**src/rtl/u8dec_pkg.sv**
```systemverilog
// ----------------------------------------------------------------------------
// u8dec_pkg
// Types, constants and the decode step shared by the decoder modules.
// ----------------------------------------------------------------------------
package u8dec_pkg;

	localparam logic [20:0] QMARK = 21'd63;

	typedef struct packed {
		logic [7:0] data_byte;
		logic       string_end;
	} in_word_t;

	typedef struct packed {
		logic [20:0] code_point;
		logic        run_last;
		logic        final_char;
	} out_word_t;

	typedef logic [3:0][7:0] byte_quad_t;

	typedef enum logic {
		ST_IDLE,
		ST_FLUSH
	} state_t;

	typedef struct packed {
		logic take_in;
		logic load_out;
		logic src_run;
		logic save_run;
	} cmd_t;

	typedef struct packed {
		logic dec_in;
		logic step_last;
	} sts_t;

	typedef struct packed {
		logic [20:0] cp;
		logic [1:0]  next_i;
		logic        last;
	} step_t;

	function automatic logic [2:0] lead_len(input logic [7:0] c);
		logic [2:0] len;
		if (c[7] == 1'b0) begin
			len = 3'd1;
		end else if (c[7:5] == 3'b110) begin
			len = 3'd2;
		end else if (c[7:4] == 4'b1110) begin
			len = 3'd3;
		end else if (c[7:3] == 5'b11110) begin
			len = 3'd4;
		end else begin
			len = 3'd0;
		end
		return len;
	endfunction

	function automatic step_t dec_step(input byte_quad_t bytes, input logic [2:0] n,
			input logic [1:0] i);
		logic [7:0] c;
		logic [7:0] b1;
		logic [7:0] b2;
		logic [7:0] b3;
		logic [1:0] i1;
		logic [1:0] i2;
		logic [1:0] i3;
		logic [2:0] len;
		logic [2:0] adv;
		logic [3:0] fit_end;
		logic [3:0] nxt;
		step_t      r;
		i1 = i + 2'd1;
		i2 = i + 2'd2;
		i3 = i + 2'd3;
		c = bytes[i];
		b1 = bytes[i1];
		b2 = bytes[i2];
		b3 = bytes[i3];
		len = lead_len(c);
		fit_end = {2'b00, i} + {1'b0, len};
		if (len == 3'd1) begin
			r.cp = {13'd0, c};
			adv = 3'd1;
		end else if (len >= 3'd2 && fit_end <= {1'b0, n}) begin
			unique case (len)
				3'd2: r.cp = {10'd0, c[4:0], b1[5:0]};
				3'd3: r.cp = {5'd0, c[3:0], b1[5:0], b2[5:0]};
				default: r.cp = {c[2:0], b1[5:0], b2[5:0], b3[5:0]};
			endcase
			adv = len;
		end else begin
			r.cp = QMARK;
			adv = 3'd1;
		end
		nxt = {2'b00, i} + {1'b0, adv};
		r.last = (nxt >= {1'b0, n});
		r.next_i = nxt[1:0];
		return r;
	endfunction

endpackage

```
**src/rtl/u8dec_dp.sv**
```systemverilog
// ----------------------------------------------------------------------------
// u8dec_dp
// Datapath: open sequence hold, flush run buffer, decode step, output word.
// ----------------------------------------------------------------------------
module u8dec_dp (
	input  logic                clk,
	input  logic                arst_n,
	input  u8dec_pkg::in_word_t in_word,
	input  u8dec_pkg::cmd_t     cmd,
	output u8dec_pkg::sts_t     sts,
	output u8dec_pkg::out_word_t out_word
);

	logic [2:0][7:0]       held_q;
	logic [1:0]            held_cnt_q;
	logic [2:0]            need_q;
	u8dec_pkg::byte_quad_t run_q;
	logic [2:0]            run_n_q;
	logic [1:0]            run_i_q;
	logic                  run_end_q;
	u8dec_pkg::out_word_t  out_q;

	u8dec_pkg::byte_quad_t bytes_in;
	u8dec_pkg::byte_quad_t step_bytes;
	logic [2:0]            n_in;
	logic [2:0]            step_n;
	logic [1:0]            step_i;
	logic                  step_end;
	logic [2:0]            len_b;
	logic                  dec_in;
	u8dec_pkg::step_t      step;

	assign bytes_in[0] = (held_cnt_q > 2'd0) ? held_q[0] : in_word.data_byte;
	assign bytes_in[1] = (held_cnt_q > 2'd1) ? held_q[1] : in_word.data_byte;
	assign bytes_in[2] = (held_cnt_q > 2'd2) ? held_q[2] : in_word.data_byte;
	assign bytes_in[3] = in_word.data_byte;
	assign n_in = {1'b0, held_cnt_q} + 3'd1;
	assign len_b = u8dec_pkg::lead_len(in_word.data_byte);

	always_comb begin
		if (need_q == 3'd0) begin
			dec_in = !(len_b >= 3'd2 && !in_word.string_end);
		end else begin
			dec_in = (n_in >= need_q) || in_word.string_end;
		end
	end

	assign step_bytes = cmd.src_run ? run_q : bytes_in;
	assign step_n = cmd.src_run ? run_n_q : n_in;
	assign step_i = cmd.src_run ? run_i_q : 2'd0;
	assign step_end = cmd.src_run ? run_end_q : in_word.string_end;
	assign step = u8dec_pkg::dec_step(step_bytes, step_n, step_i);

	assign sts.dec_in = dec_in;
	assign sts.step_last = step.last;
	assign out_word = out_q;

	always_ff @(posedge clk or negedge arst_n) begin
		if (!arst_n) begin
			held_cnt_q <= 2'd0;
			need_q <= 3'd0;
		end else if (cmd.take_in) begin
			if (dec_in) begin
				held_cnt_q <= 2'd0;
				need_q <= 3'd0;
			end else if (need_q == 3'd0) begin
				held_cnt_q <= 2'd1;
				need_q <= len_b;
			end else begin
				held_cnt_q <= held_cnt_q + 2'd1;
			end
		end
	end

	always_ff @(posedge clk) begin
		if (cmd.take_in && !dec_in) begin
			held_q[held_cnt_q] <= in_word.data_byte;
		end
		if (cmd.save_run) begin
			run_i_q <= step.next_i;
			if (!cmd.src_run) begin
				run_q <= bytes_in;
				run_n_q <= n_in;
				run_end_q <= in_word.string_end;
			end
		end
		if (cmd.load_out) begin
			out_q.code_point <= step.cp;
			out_q.run_last <= step.last;
			out_q.final_char <= step.last & step_end;
		end
	end

	a_idle_empty: assert property (@(posedge clk) disable iff (!arst_n)
		need_q == 3'd0 |-> held_cnt_q == 2'd0)
		else $error("hold count not empty with no open sequence");

	a_open_fits: assert property (@(posedge clk) disable iff (!arst_n)
		need_q != 3'd0 |-> held_cnt_q != 2'd0 && {1'b0, held_cnt_q} < need_q)
		else $error("open sequence holds too many bytes");

	a_need_code: assert property (@(posedge clk) disable iff (!arst_n)
		need_q == 3'd0 || need_q == 3'd2 || need_q == 3'd3 || need_q == 3'd4)
		else $error("bad sequence length");

endmodule

```
**src/rtl/u8dec_ctrl.sv**
```systemverilog
// ----------------------------------------------------------------------------
// u8dec_ctrl
// Controller: handshakes, flush sequencing and output register valid.
// ----------------------------------------------------------------------------
module u8dec_ctrl (
	input  logic            clk,
	input  logic            arst_n,
	input  logic            utf8_valid,
	output logic            utf8_stall,
	output logic            cp_valid,
	input  logic            cp_stall,
	input  u8dec_pkg::sts_t sts,
	output u8dec_pkg::cmd_t cmd
);

	u8dec_pkg::state_t state_q;
	u8dec_pkg::state_t state_d;
	logic              out_valid_q;
	logic              out_free;

	assign out_free = !out_valid_q || !cp_stall;
	assign cp_valid = out_valid_q;

	always_ff @(posedge clk or negedge arst_n) begin
		if (!arst_n) begin
			state_q <= u8dec_pkg::ST_IDLE;
			out_valid_q <= 1'b0;
		end else begin
			state_q <= state_d;
			if (cmd.load_out) begin
				out_valid_q <= 1'b1;
			end else if (!cp_stall) begin
				out_valid_q <= 1'b0;
			end
		end
	end

	always_comb begin
		state_d = state_q;
		cmd = '0;
		utf8_stall = 1'b1;
		unique case (state_q)
			u8dec_pkg::ST_IDLE: begin
				utf8_stall = !out_free;
				cmd.take_in = utf8_valid && out_free;
				if (cmd.take_in && sts.dec_in) begin
					cmd.load_out = 1'b1;
					if (!sts.step_last) begin
						cmd.save_run = 1'b1;
						state_d = u8dec_pkg::ST_FLUSH;
					end
				end
			end
			u8dec_pkg::ST_FLUSH: begin
				cmd.src_run = 1'b1;
				if (out_free) begin
					cmd.load_out = 1'b1;
					cmd.save_run = 1'b1;
					if (sts.step_last) begin
						state_d = u8dec_pkg::ST_IDLE;
					end
				end
			end
			default: state_d = u8dec_pkg::ST_IDLE;
		endcase
	end

	a_no_overwrite: assert property (@(posedge clk) disable iff (!arst_n)
		cmd.load_out |-> out_free)
		else $error("output word overwritten while pending");

	a_flush_blocks: assert property (@(posedge clk) disable iff (!arst_n)
		state_q == u8dec_pkg::ST_FLUSH |-> !cmd.take_in)
		else $error("byte taken during flush");

	a_flush_emits: assert property (@(posedge clk) disable iff (!arst_n)
		$past(state_q == u8dec_pkg::ST_IDLE && state_d == u8dec_pkg::ST_FLUSH) |-> out_valid_q)
		else $error("flush entered without a word");

endmodule

```
**src/rtl/utf8_to_code_point_decoder.sv**
```systemverilog
// ----------------------------------------------------------------------------
// utf8_to_code_point_decoder
// Lenient UTF-8 byte stream to code point decoder, end of string flush.
// ----------------------------------------------------------------------------
// One byte is taken per cycle whenever the output register is free or being
// drained and no flush is under way; a byte that finishes a character or ends
// the string yields its word in the next cycle. A string that ends inside an
// open sequence is decoded again through the single shared decode step, one
// word per cycle while the output side does not stall: up to three words, the
// first loaded as the final byte is taken, with the byte side stalled until
// the last of them is loaded.
module utf8_to_code_point_decoder (
	input  logic                 clk,
	input  logic                 arst_n,
	input  logic                 utf8_valid,
	output logic                 utf8_stall,
	input  u8dec_pkg::in_word_t  utf8_word,
	output logic                 cp_valid,
	input  logic                 cp_stall,
	output u8dec_pkg::out_word_t cp_word
);

	u8dec_pkg::cmd_t cmd;
	u8dec_pkg::sts_t sts;

	u8dec_ctrl u_ctrl (
		.clk        (clk),
		.arst_n     (arst_n),
		.utf8_valid (utf8_valid),
		.utf8_stall (utf8_stall),
		.cp_valid   (cp_valid),
		.cp_stall   (cp_stall),
		.sts        (sts),
		.cmd        (cmd)
	);

	u8dec_dp u_dp (
		.clk      (clk),
		.arst_n   (arst_n),
		.in_word  (utf8_word),
		.cmd      (cmd),
		.sts      (sts),
		.out_word (cp_word)
	);

endmodule

```
**config.mk**
```make
export PLATFORM = sky130hd
export DESIGN_NAME = utf8_to_code_point_decoder
export DESIGN_NICKNAME = d
export VERILOG_FILES = /design/src/rtl/u8dec_pkg.sv /design/src/rtl/u8dec_dp.sv /design/src/rtl/u8dec_ctrl.sv /design/src/rtl/utf8_to_code_point_decoder.sv
export SDC_FILE = /design/constraint.sdc
export NUM_CORES = 1
export LEC_CHECK = 0
export ABC_CLOCK_PERIOD_IN_PS = 10800
export BUFFER_PORTS_ARGS = -buffer_cell sky130_fd_sc_hd__buf_2
export CORE_MARGIN = 3
export CORE_UTILIZATION = 60
export DETAILED_ROUTE_END_ITERATION = 12
export HOLD_SLACK_MARGIN = 0.1
export PLACE_DENSITY_LB_ADDON = 0.1
export SYNTH_ARGS = -nofsm -noshare
export SYNTH_HDL_FRONTEND = slang
export SYNTH_SLANG_ARGS = --single-unit
```
**constraint.sdc**
```tcl
create_clock -name clk -period 10.8 [get_ports clk]
set_clock_uncertainty 0.15 [all_clocks]
set_input_delay 1.08 -clock clk [delete_from_list [all_inputs] [get_ports clk]]
set_output_delay 1.08 -clock clk [all_outputs]
set_load 0.01 [all_outputs]
```
==> impl_metrics.json, run 1 <==
{
  "fp.dieArea_sq_um": 10400,
  "max_cap_viol_count": 0,
  "post_drt_wl_per_cell_microns": 20.7,
  "worst_setup_path_start_kind": "flip-flop",
  "maximum_number_of_pins_on_one_net_before_global_route_repair": 60,
  "grt.total_usage_pct": 26.1,
  "finalHoldViolations": 0,
  "actual_slew_at_the_worst_max_slew_pin_ps": 1250,
  "final.min_clock_period_ps": 7940,
  "num-nets-final": 544,
  "drive_above_1_share_pct": 22.7,
  "cts_buffers": 9,
  "detailedRoute.firstPassIterationCount": 5,
  "clk_pin_slew_worst_paths_ps": 90,
  "critPathMaxFanout": 37,
  "ys_seq_elements": 92,
  "antennaDiodeCount": 0,
  "core_region_area_sq_um": 8810,
  "crit-reg2reg-launch": "u_dp.held_cnt_q[0]",
  "cts_sinks": 92,
  "worst_hold_path_type": "in -> async",
  "worst_skew_pair.late_latency_ps": 360,
  "syn_nets": 515,
  "synth_top_flop_cell": "sky130_fd_sc_hd__edfxtp_1",
  "avgSynthCellArea_sq_um": 11.4,
  "route.detailed.vias_per_inst": 6.47,
  "power.ir.vdd_worst_mv": 0.327,
  "synth_top_area_share_pct": 46.3,
  "synth_top_cell_by_area": "sky130_fd_sc_hd__edfxtp_1",
  "pre_cts_slack_ps": 2730,
  "first_iter_violations": 338,
  "max_freq_mhz": 126,
  "clock_path_buffers": 2,
  "crit-reg2reg-capture": "u_dp.run_q[9]",
  "number_of_antenna_violations_at_the_first_check_in_global_routing": 0,
  "tritoncts": "done",
  "h-tree-depth": 3,
  "route.vias.total": 4039,
  "p_leak_nw": 2.29,
  "synth.cell_area_sq_um": 5510,
  "ctsRootBufferMaster": "sky130_fd_sc_hd__clkbuf_8",
  "final_antenna_net_count": 0,
  "rows": 34,
  "timing.critical_path.required_ps": 10660,
  "synth.area.top_cells": "sky130_fd_sc_hd__edfxtp_1 46%, sky130_fd_sc_hd__mux2_2 7.4%, sky130_fd_sc_hd__ha_1 4.3%",
  "count_of_flip_flops_with_a_built_in_enable_after_synthesis": 85,
  "setup-violations-final": 0,
  "worst_r2r_path_depth": 25,
  "synthArstFlopShare_pct": 7.61,
  "post_cts_buffers": 0,
  "routed_wirelength_mm": 12.9,
  "area_growth_syn_to_layout_pct": 7.88,
  "hold_buffers": 0,
  "outcome": "complete, no violations",
  "setup_repair_after_global_routing_missed_its_margin": "false",
  "worstSetupEndpointType": "flip-flop",
  "final.period_utilization_pct": 73.6,
  "fin_setup_tns_ps": 0,
  "seq_area_frac_synth_pct": 49.5,
  "die_h_microns": 102,
  "post_synth_inst_count": 482,
  "critPathKind": "reg -> reg",
  "max_slew_margin_pct": 16.5,
  "most_used_standard_cell_by_instance_count_after_synthesis": "sky130_fd_sc_hd__edfxtp_1",
  "place.port_buffers": 37,
  "leading_post_synthesis_cells_by_instance_count": "85 x sky130_fd_sc_hd__edfxtp_1, 43 x sky130_fd_sc_hd__nand2_1, 36 x sky130_fd_sc_hd__mux2_2",
  "pwr_density_cell_nw_per_um2": 338,
  "cp_data_arrival_time_ps": 7810,
  "flop2flop_setup_slack_ps": 2860,
  "grt_pass1_wl_mm": 20.4,
  "cts_resized": 0,
  "ioPinCount": 38,
  "ys_warn_count": 0,
  "floorplan_die_width_microns": 102,
  "dp_hpwl_mm": 9.09,
  "start_util_pct": 62.6,
  "finalWorstSetupSlack_ps": 2860,
  "worst_hold_slack_ps": 374,
  "first_global_vias": 3830,
  "synth.distinct_cells": 68,
  "drc": 0,
  "final_global_route_overflow_total": 0,
  "report.final.slew_viol_count": 0,
  "gp_congestion": 0.945
}
logic make-up after synthesis:
group / after synthesis / synth area share [%]
compound gates: 125 / 16.1
xor+xnor: 2 / 0.318
fa+ha+maj: 20 / 4.68
buf+inv: 55 / 4.36
flops: 92 / 49.5
mux: 66 / 14.3
simple gates: 122 / 10.8
metrics by stage:
| stage | instances | util (%) | instance area (sq um) | power [mW] |
|---|---|---|---|---|
| 6_report | 624 | 67.5 | 5950 | 2.01 |
| 5_1_grt | 624 | 67.5 | 5950 | 2.15 |
| 4_1_cts | 624 | 67.5 | 5950 | 2.00 |
| 3_5_place_dp | 608 | 65.4 | 5760 | 1.78 |
| 3_3_place_gp | 608 | 65.4 | 5760 | 1.74 |
| 2_1_floorplan | 482 | - | 5510 | 1.50 |
state kept, by name, summed over array words and instances, names as in the netlist:
signal,cells
u_dp.run_n_q,3
u_dp.run_i_q,2
u_dp.need_q,3
u_ctrl.state_q,1
u_dp.held_cnt_q,2
u_dp.run_q,32
u_dp.run_end_q,1
u_dp.out_word,23
u_ctrl.cp_valid,1
u_dp.held_q,24
report_power, final:
| part | internal (mW) | switching, mW | leakage, nW | total (mW) |
|---|---|---|---|---|
| registers | 0.601 | 0.0781 | 0.887 | 0.679 |
| clock network | 0.106 | 0.121 | 0.0846 | 0.226 |
| logic | 0.426 | 0.677 | 1.32 | 1.10 |
worst max-delay path by stage:
stage	from	cells after the start	endpoint	slack, ps
6_report	u_dp.held_cnt_q[0]	25	u_dp.run_q[9]	2860
5_1_grt	u_dp.held_cnt_q[0]	25	u_dp.run_q[25]	2290
4_1_cts	u_dp.held_cnt_q[0]	25	u_dp.run_q[28]	2900
3_5_place_dp	utf8_word[5]	23	u_dp.run_q[24]	2730
3_3_place_gp	utf8_word[5]	23	u_dp.run_q[16]	2950
2_1_floorplan	utf8_word[6]	22	u_dp.run_end_q	2660
placed cells by master, fill, tap and decap left out, types with 3 or more instances in the layout:
| master | netlist | layout |
|---|---|---|
| sky130_fd_sc_hd__a211oi_1 | 12 | 12 |
| sky130_fd_sc_hd__a21o_1 | 7 | 7 |
| sky130_fd_sc_hd__a21oi_1 | 28 | 28 |
| sky130_fd_sc_hd__a221oi_2 | 3 | 3 |
| sky130_fd_sc_hd__a22oi_1 | 7 | 7 |
| sky130_fd_sc_hd__and2_1 | 8 | 8 |
| sky130_fd_sc_hd__buf_2 | 6 | 37 |
| sky130_fd_sc_hd__buf_4 | 0 | 5 |
| sky130_fd_sc_hd__clkbuf_8 | 0 | 9 |
| sky130_fd_sc_hd__clkinv_1 | 1 | 3 |
| sky130_fd_sc_hd__dfrtp_1 | 7 | 6 |
| sky130_fd_sc_hd__edfxtp_1 | 85 | 85 |
| sky130_fd_sc_hd__ha_1 | 19 | 19 |
| sky130_fd_sc_hd__inv_1 | 29 | 29 |
| sky130_fd_sc_hd__mux2_2 | 36 | 36 |
| sky130_fd_sc_hd__mux2i_1 | 23 | 23 |
| sky130_fd_sc_hd__mux4_2 | 6 | 6 |
| sky130_fd_sc_hd__nand2_1 | 43 | 43 |
| sky130_fd_sc_hd__nand2b_1 | 8 | 8 |
| sky130_fd_sc_hd__nand3_1 | 6 | 6 |
| sky130_fd_sc_hd__nor2_1 | 29 | 29 |
| sky130_fd_sc_hd__nor2b_1 | 11 | 11 |
| sky130_fd_sc_hd__nor3_1 | 5 | 5 |
| sky130_fd_sc_hd__o21ai_0 | 14 | 14 |
| sky130_fd_sc_hd__o21bai_1 | 6 | 6 |
| sky130_fd_sc_hd__o22ai_1 | 14 | 14 |
| sky130_fd_sc_hd__o31ai_1 | 6 | 6 |
worst max-delay path, cell delays in order (launching register included):
cell and delay (ps):
sky130_fd_sc_hd__dfrtp_1 460, sky130_fd_sc_hd__inv_1 200, sky130_fd_sc_hd__ha_1 430, sky130_fd_sc_hd__mux2i_1 370, sky130_fd_sc_hd__inv_2 80, sky130_fd_sc_hd__a222oi_1 680, sky130_fd_sc_hd__o2bb2ai_2 330, sky130_fd_sc_hd__xnor2_1 220
sky130_fd_sc_hd__ha_1 250, sky130_fd_sc_hd__o31ai_1 280, sky130_fd_sc_hd__a21oi_1 120, sky130_fd_sc_hd__ha_1 300, sky130_fd_sc_hd__o21a_1 110, sky130_fd_sc_hd__o21ai_0 440, sky130_fd_sc_hd__nand3_2 420, sky130_fd_sc_hd__or3_1 480
sky130_fd_sc_hd__ha_1 220, sky130_fd_sc_hd__inv_1 80, sky130_fd_sc_hd__fa_1 410, sky130_fd_sc_hd__inv_1 80, sky130_fd_sc_hd__ha_1 230, sky130_fd_sc_hd__a21o_1 160, sky130_fd_sc_hd__a21oi_1 210, sky130_fd_sc_hd__o2111ai_1 200
sky130_fd_sc_hd__a21boi_4 200, sky130_fd_sc_hd__buf_4 440
area by class of cell:
class                   instances  area (sq um)
flip-flops and latches         92          2730
multi-input cells             335          2560
clock inverters                 5          52.6
inverters                      31           116
repair buffers                 42           223
clock buffers                  11           131
fillers                       679          2860
well taps                     108           135
per-layer routing:
metal / vias to the layer above / track usage, % / part of all wire [%]
li1: 1866 / - / -
met1: 1973 / 35.6 / 42
met2: 169 / 42.8 / 49
met3: 31 / 3.21 / 6.7
met4: 0 / 10.5 / 2.4
met5: - / 0 / 0
(Power assumes the default switching activity.)
==> run 2, diff against run 1 <==
Settings changed: ABC_AREA set to 1, ABC_CLOCK_PERIOD_IN_PS 10800 to 7040, CORE_UTILIZATION 60 to 55.
Clock period 10.8 ns to 7.04 ns, I/O delays scaled along.
==> run 2 against run 1 <==
Effect of this change:
- hold slack improved by 3.3 ps
- critical endpoint is now u_dp.run_q[12]
- fmax rose by 21%
- area after synthesis fell by 3.2%
- setup slack got worse by 2400 ps
- first-iteration DRC count fell by 21%
- via count rose by 8.2%
- global-route usage fell by 1.8 points
- non-clock buffer count rose by 5
- cell area fell by 1.9%
==> impl_metrics.json, run 2 <==
{
  "outcome": "complete, no violations",
  "h-tree-depth": 3,
  "tritoncts": "done",
  "worst_skew_pair.late_latency_ps": 360,
  "actual_slew_at_the_worst_max_slew_pin_ps": 1010,
  "flop2flop_setup_slack_ps": 470,
  "final_antenna_net_count": 0,
  "first_global_vias": 4248,
  "cts_buffers": 9,
  "floorplan_die_width_microns": 104,
  "routed_wirelength_mm": 12.9,
  "hold-path-endpoint": "u_dp.need_q[2]",
  "drc": 0,
  "final.period_utilization_pct": 93.4,
  "synth_top_flop_cell": "sky130_fd_sc_hd__edfxtp_1",
  "max_slew_margin_pct": 32.4,
  "critPathKind": "reg -> reg",
  "final.min_clock_period_ps": 6570,
  "finalHoldViolations": 0,
  "multiInputGateArea_sq_um": 2190,
  "avgSynthCellArea_sq_um": 8.66,
  "flip_flop_count_of_the_largest_register_after_layout": 32,
  "ys_seq_elements": 92,
  "synth.cell_area_sq_um": 5330,
  "synth_top_cell_by_area": "sky130_fd_sc_hd__edfxtp_1",
  "timing.critical_path.required_ps": 6940,
  "max_stage_delay_ps": 450,
  "grt.total_usage_pct": 24.3,
  "met3_capacity_usage_during_global_routing_pct": 3.72,
  "leading_post_synthesis_cells_by_instance_count": "190 x sky130_fd_sc_hd__nand2_1, 85 x sky130_fd_sc_hd__edfxtp_1, 73 x sky130_fd_sc_hd__inv_1",
  "seqCellArea_sq_um": 2730,
  "hp-start": "u_dp.need_q[2]",
  "hold-path-cell-count": 2,
  "dp_hpwl_mm": 9.65,
  "fp.dieArea_sq_um": 10900,
  "ctsRootBufferMaster": "sky130_fd_sc_hd__clkbuf_8",
  "critical_path_buf_inv_count": 9,
  "num-nets-final": 685,
  "detailedRoute.firstPassIterationCount": 5,
  "count_of_flip_flops_with_a_built_in_enable_after_synthesis": 85,
  "crit-reg2reg-launch": "u_dp.held_cnt_q[0]",
  "cp_data_arrival_time_ps": 6470,
  "report.final.slew_viol_count": 0,
  "critical_path_slowest_stage_cell": "sky130_fd_sc_hd__dfrtp_1",
  "synth.area.top_cells": "sky130_fd_sc_hd__edfxtp_1 48%, sky130_fd_sc_hd__nand2_1 13%, sky130_fd_sc_hd__inv_1 5.1%",
  "worst_r2r_path_depth": 34,
  "core_region_area_sq_um": 9330,
  "most_common_cell_after_layout_fill_and_taps_aside": "sky130_fd_sc_hd__nand2_1",
  "rows": 35,
  "seq_area_frac_synth_pct": 51.1,
  "antennaDiodeCount": 0,
  "post_drt_wl_per_cell_microns": 16.4,
  "worst_hold_path_type": "reg -> reg",
  "max_cap_viol_count": 0,
  "regMostFlops": "u_dp.run_q",
  "final_global_route_overflow_total": 0,
  "groute.layer.met1.usage_pct": 32.6,
  "route.vias.total": 4371,
  "synth_top_area_share_pct": 47.9,
  "fin_setup_tns_ps": 0,
  "drive_above_1_share_pct": 12.9,
  "die_h_microns": 104,
  "highest_count_cells_in_the_layout_ignoring_fill_and_taps": "190 x sky130_fd_sc_hd__nand2_1, 85 x sky130_fd_sc_hd__edfxtp_1, 73 x sky130_fd_sc_hd__inv_1",
  "worstSetupEndpointType": "flip-flop",
  "crit-reg2reg-capture": "u_dp.run_q[12]",
  "path_delay_family": "adder cells",
  "worst_setup_path_start_kind": "flip-flop",
  "number_of_antenna_violations_at_the_first_check_in_global_routing": 0,
  "critPathMaxFanout": 19,
  "gr-max-usage-layer": "met2",
  "post_synth_inst_count": 616,
  "ioPinCount": 38,
  "grt_pass1_wl_mm": 21.0,
  "clk_pin_slew_worst_paths_ps": 90,
  "fillCellCount": 834,
  "clock_path_buffers": 2,
  "gp_congestion": 0.910,
  "route.detailed.vias_per_inst": 5.56,
  "place.port_buffers": 37,
  "worst_hold_slack_ps": 377,
  "met2_usage_pct": 40.9,
  "most_used_standard_cell_by_instance_count_after_synthesis": "sky130_fd_sc_hd__nand2_1",
  "first_iter_violations": 266,
  "maximum_number_of_pins_on_one_net_before_global_route_repair": 32,
  "cts_sinks": 92,
  "area_growth_syn_to_layout_pct": 9.39,
  "max_freq_mhz": 152,
  "setup-violations-final": 0,
  "synth.distinct_cells": 40,
  "synthArstFlopShare_pct": 7.61,
  "ys_warn_count": 0,
  "start_util_pct": 57.2,
  "syn_nets": 649,
  "setup_repair_after_global_routing_missed_its_margin": "false"
}
## run 2: cell count changes in the layout (fill, tap and decap cells not counted), sizes merged, moves of 8 or more
| cell | before | now |
|---|---|---|
| a211oi | 13 | 0 |
| inv | 30 | 80 |
| mux2 | 37 | 0 |
| mux2i | 23 | 5 |
| nand2 | 44 | 196 |
| nand2b | 8 | 0 |
| nand3 | 7 | 47 |
| nor2b | 11 | 0 |
| o211ai | 1 | 11 |
| o21ai | 16 | 49 |
| o22ai | 15 | 1 |
## run 2: area by class of cell
| class | count | area share, % |
|---|---|---|
| clock buffers | 10 | 2.19 |
| multi-input cells | 423 | 37.6 |
| repair buffers | 47 | 4.50 |
| clock inverters | 6 | 1.07 |
| well taps | 129 | 2.77 |
| inverters | 79 | 5.08 |
| flip-flops and latches | 92 | 46.8 |
## run 2: worst max path at each step
stage / cells past startpoint / startpoint / slack [ps] / end
final: 34 / u_dp.held_cnt_q[0] / 470 / u_dp.run_q[12]
after global routing: 34 / u_dp.held_cnt_q[0] / 30 / u_dp.run_end_q
after CTS: 34 / u_dp.held_cnt_q[0] / 280 / u_dp.run_end_q
after detailed placement: 34 / u_dp.held_cnt_q[0] / 320 / u_dp.run_q[25]
after global placement: 34 / u_dp.held_cnt_q[0] / 560 / u_dp.run_q[8]
after floorplan: 33 / u_dp.held_cnt_q[0] / 610 / u_dp.run_end_q
## run 2: through the flow
| stage | std cells | utilization [%] | instance area [sq um] | worst slack [ps] |
|---|---|---|---|---|
| 2_1_floorplan | 616 | - | 5340 | 606 |
| 3_3_place_gp | 769 | 60.3 | 5630 | 559 |
| 3_5_place_dp | 769 | 60.3 | 5630 | 317 |
| 4_1_cts | 786 | 62.5 | 5830 | 275 |
| 5_1_grt | 786 | 62.5 | 5830 | 26.8 |
| 6_report | 786 | 62.5 | 5830 | 468 |
## run 2: routing by layer
layer  vias up  share of wire [%]
met5         -                  0
met1      2067                 44
met4         0                1.7
met3        24                5.3
li1       2129                  -
met2       151                 49
## run 2: cells by family after synthesis
| kind of cell | Yosys count | share of synthesized area, % |
|---|---|---|
| simple gates | 292 | 23.6 |
| compound gates | 104 | 11.1 |
| buf+inv | 101 | 8.05 |
| flops | 92 | 51.1 |
| fa+ha+maj | 20 | 4.83 |
| mux | 5 | 0.939 |
| xor+xnor | 2 | 0.329 |
## run 2: worst register-to-register path: cells and delay by family, from the launching register on
family	cells	cell delay (ps)
compound gates	6	1100
fa+ha+maj	6	1740
buf+inv	9	1280
flops	1	450
simple gates	13	1540
## run 2: repair_timing
action | in CTS | in global routing
hold buffers | 1 | 0
setup endpoints to repair | 0 | 38
setup buffers | 0 | 0
endpoints found under the hold margin | 7 | 0
resized for setup | 0 | 2
Power of run 2 is left out: the tool's default activity adds up to more than one toggle a clock period on the data nets, which glitch-free logic cannot reach.
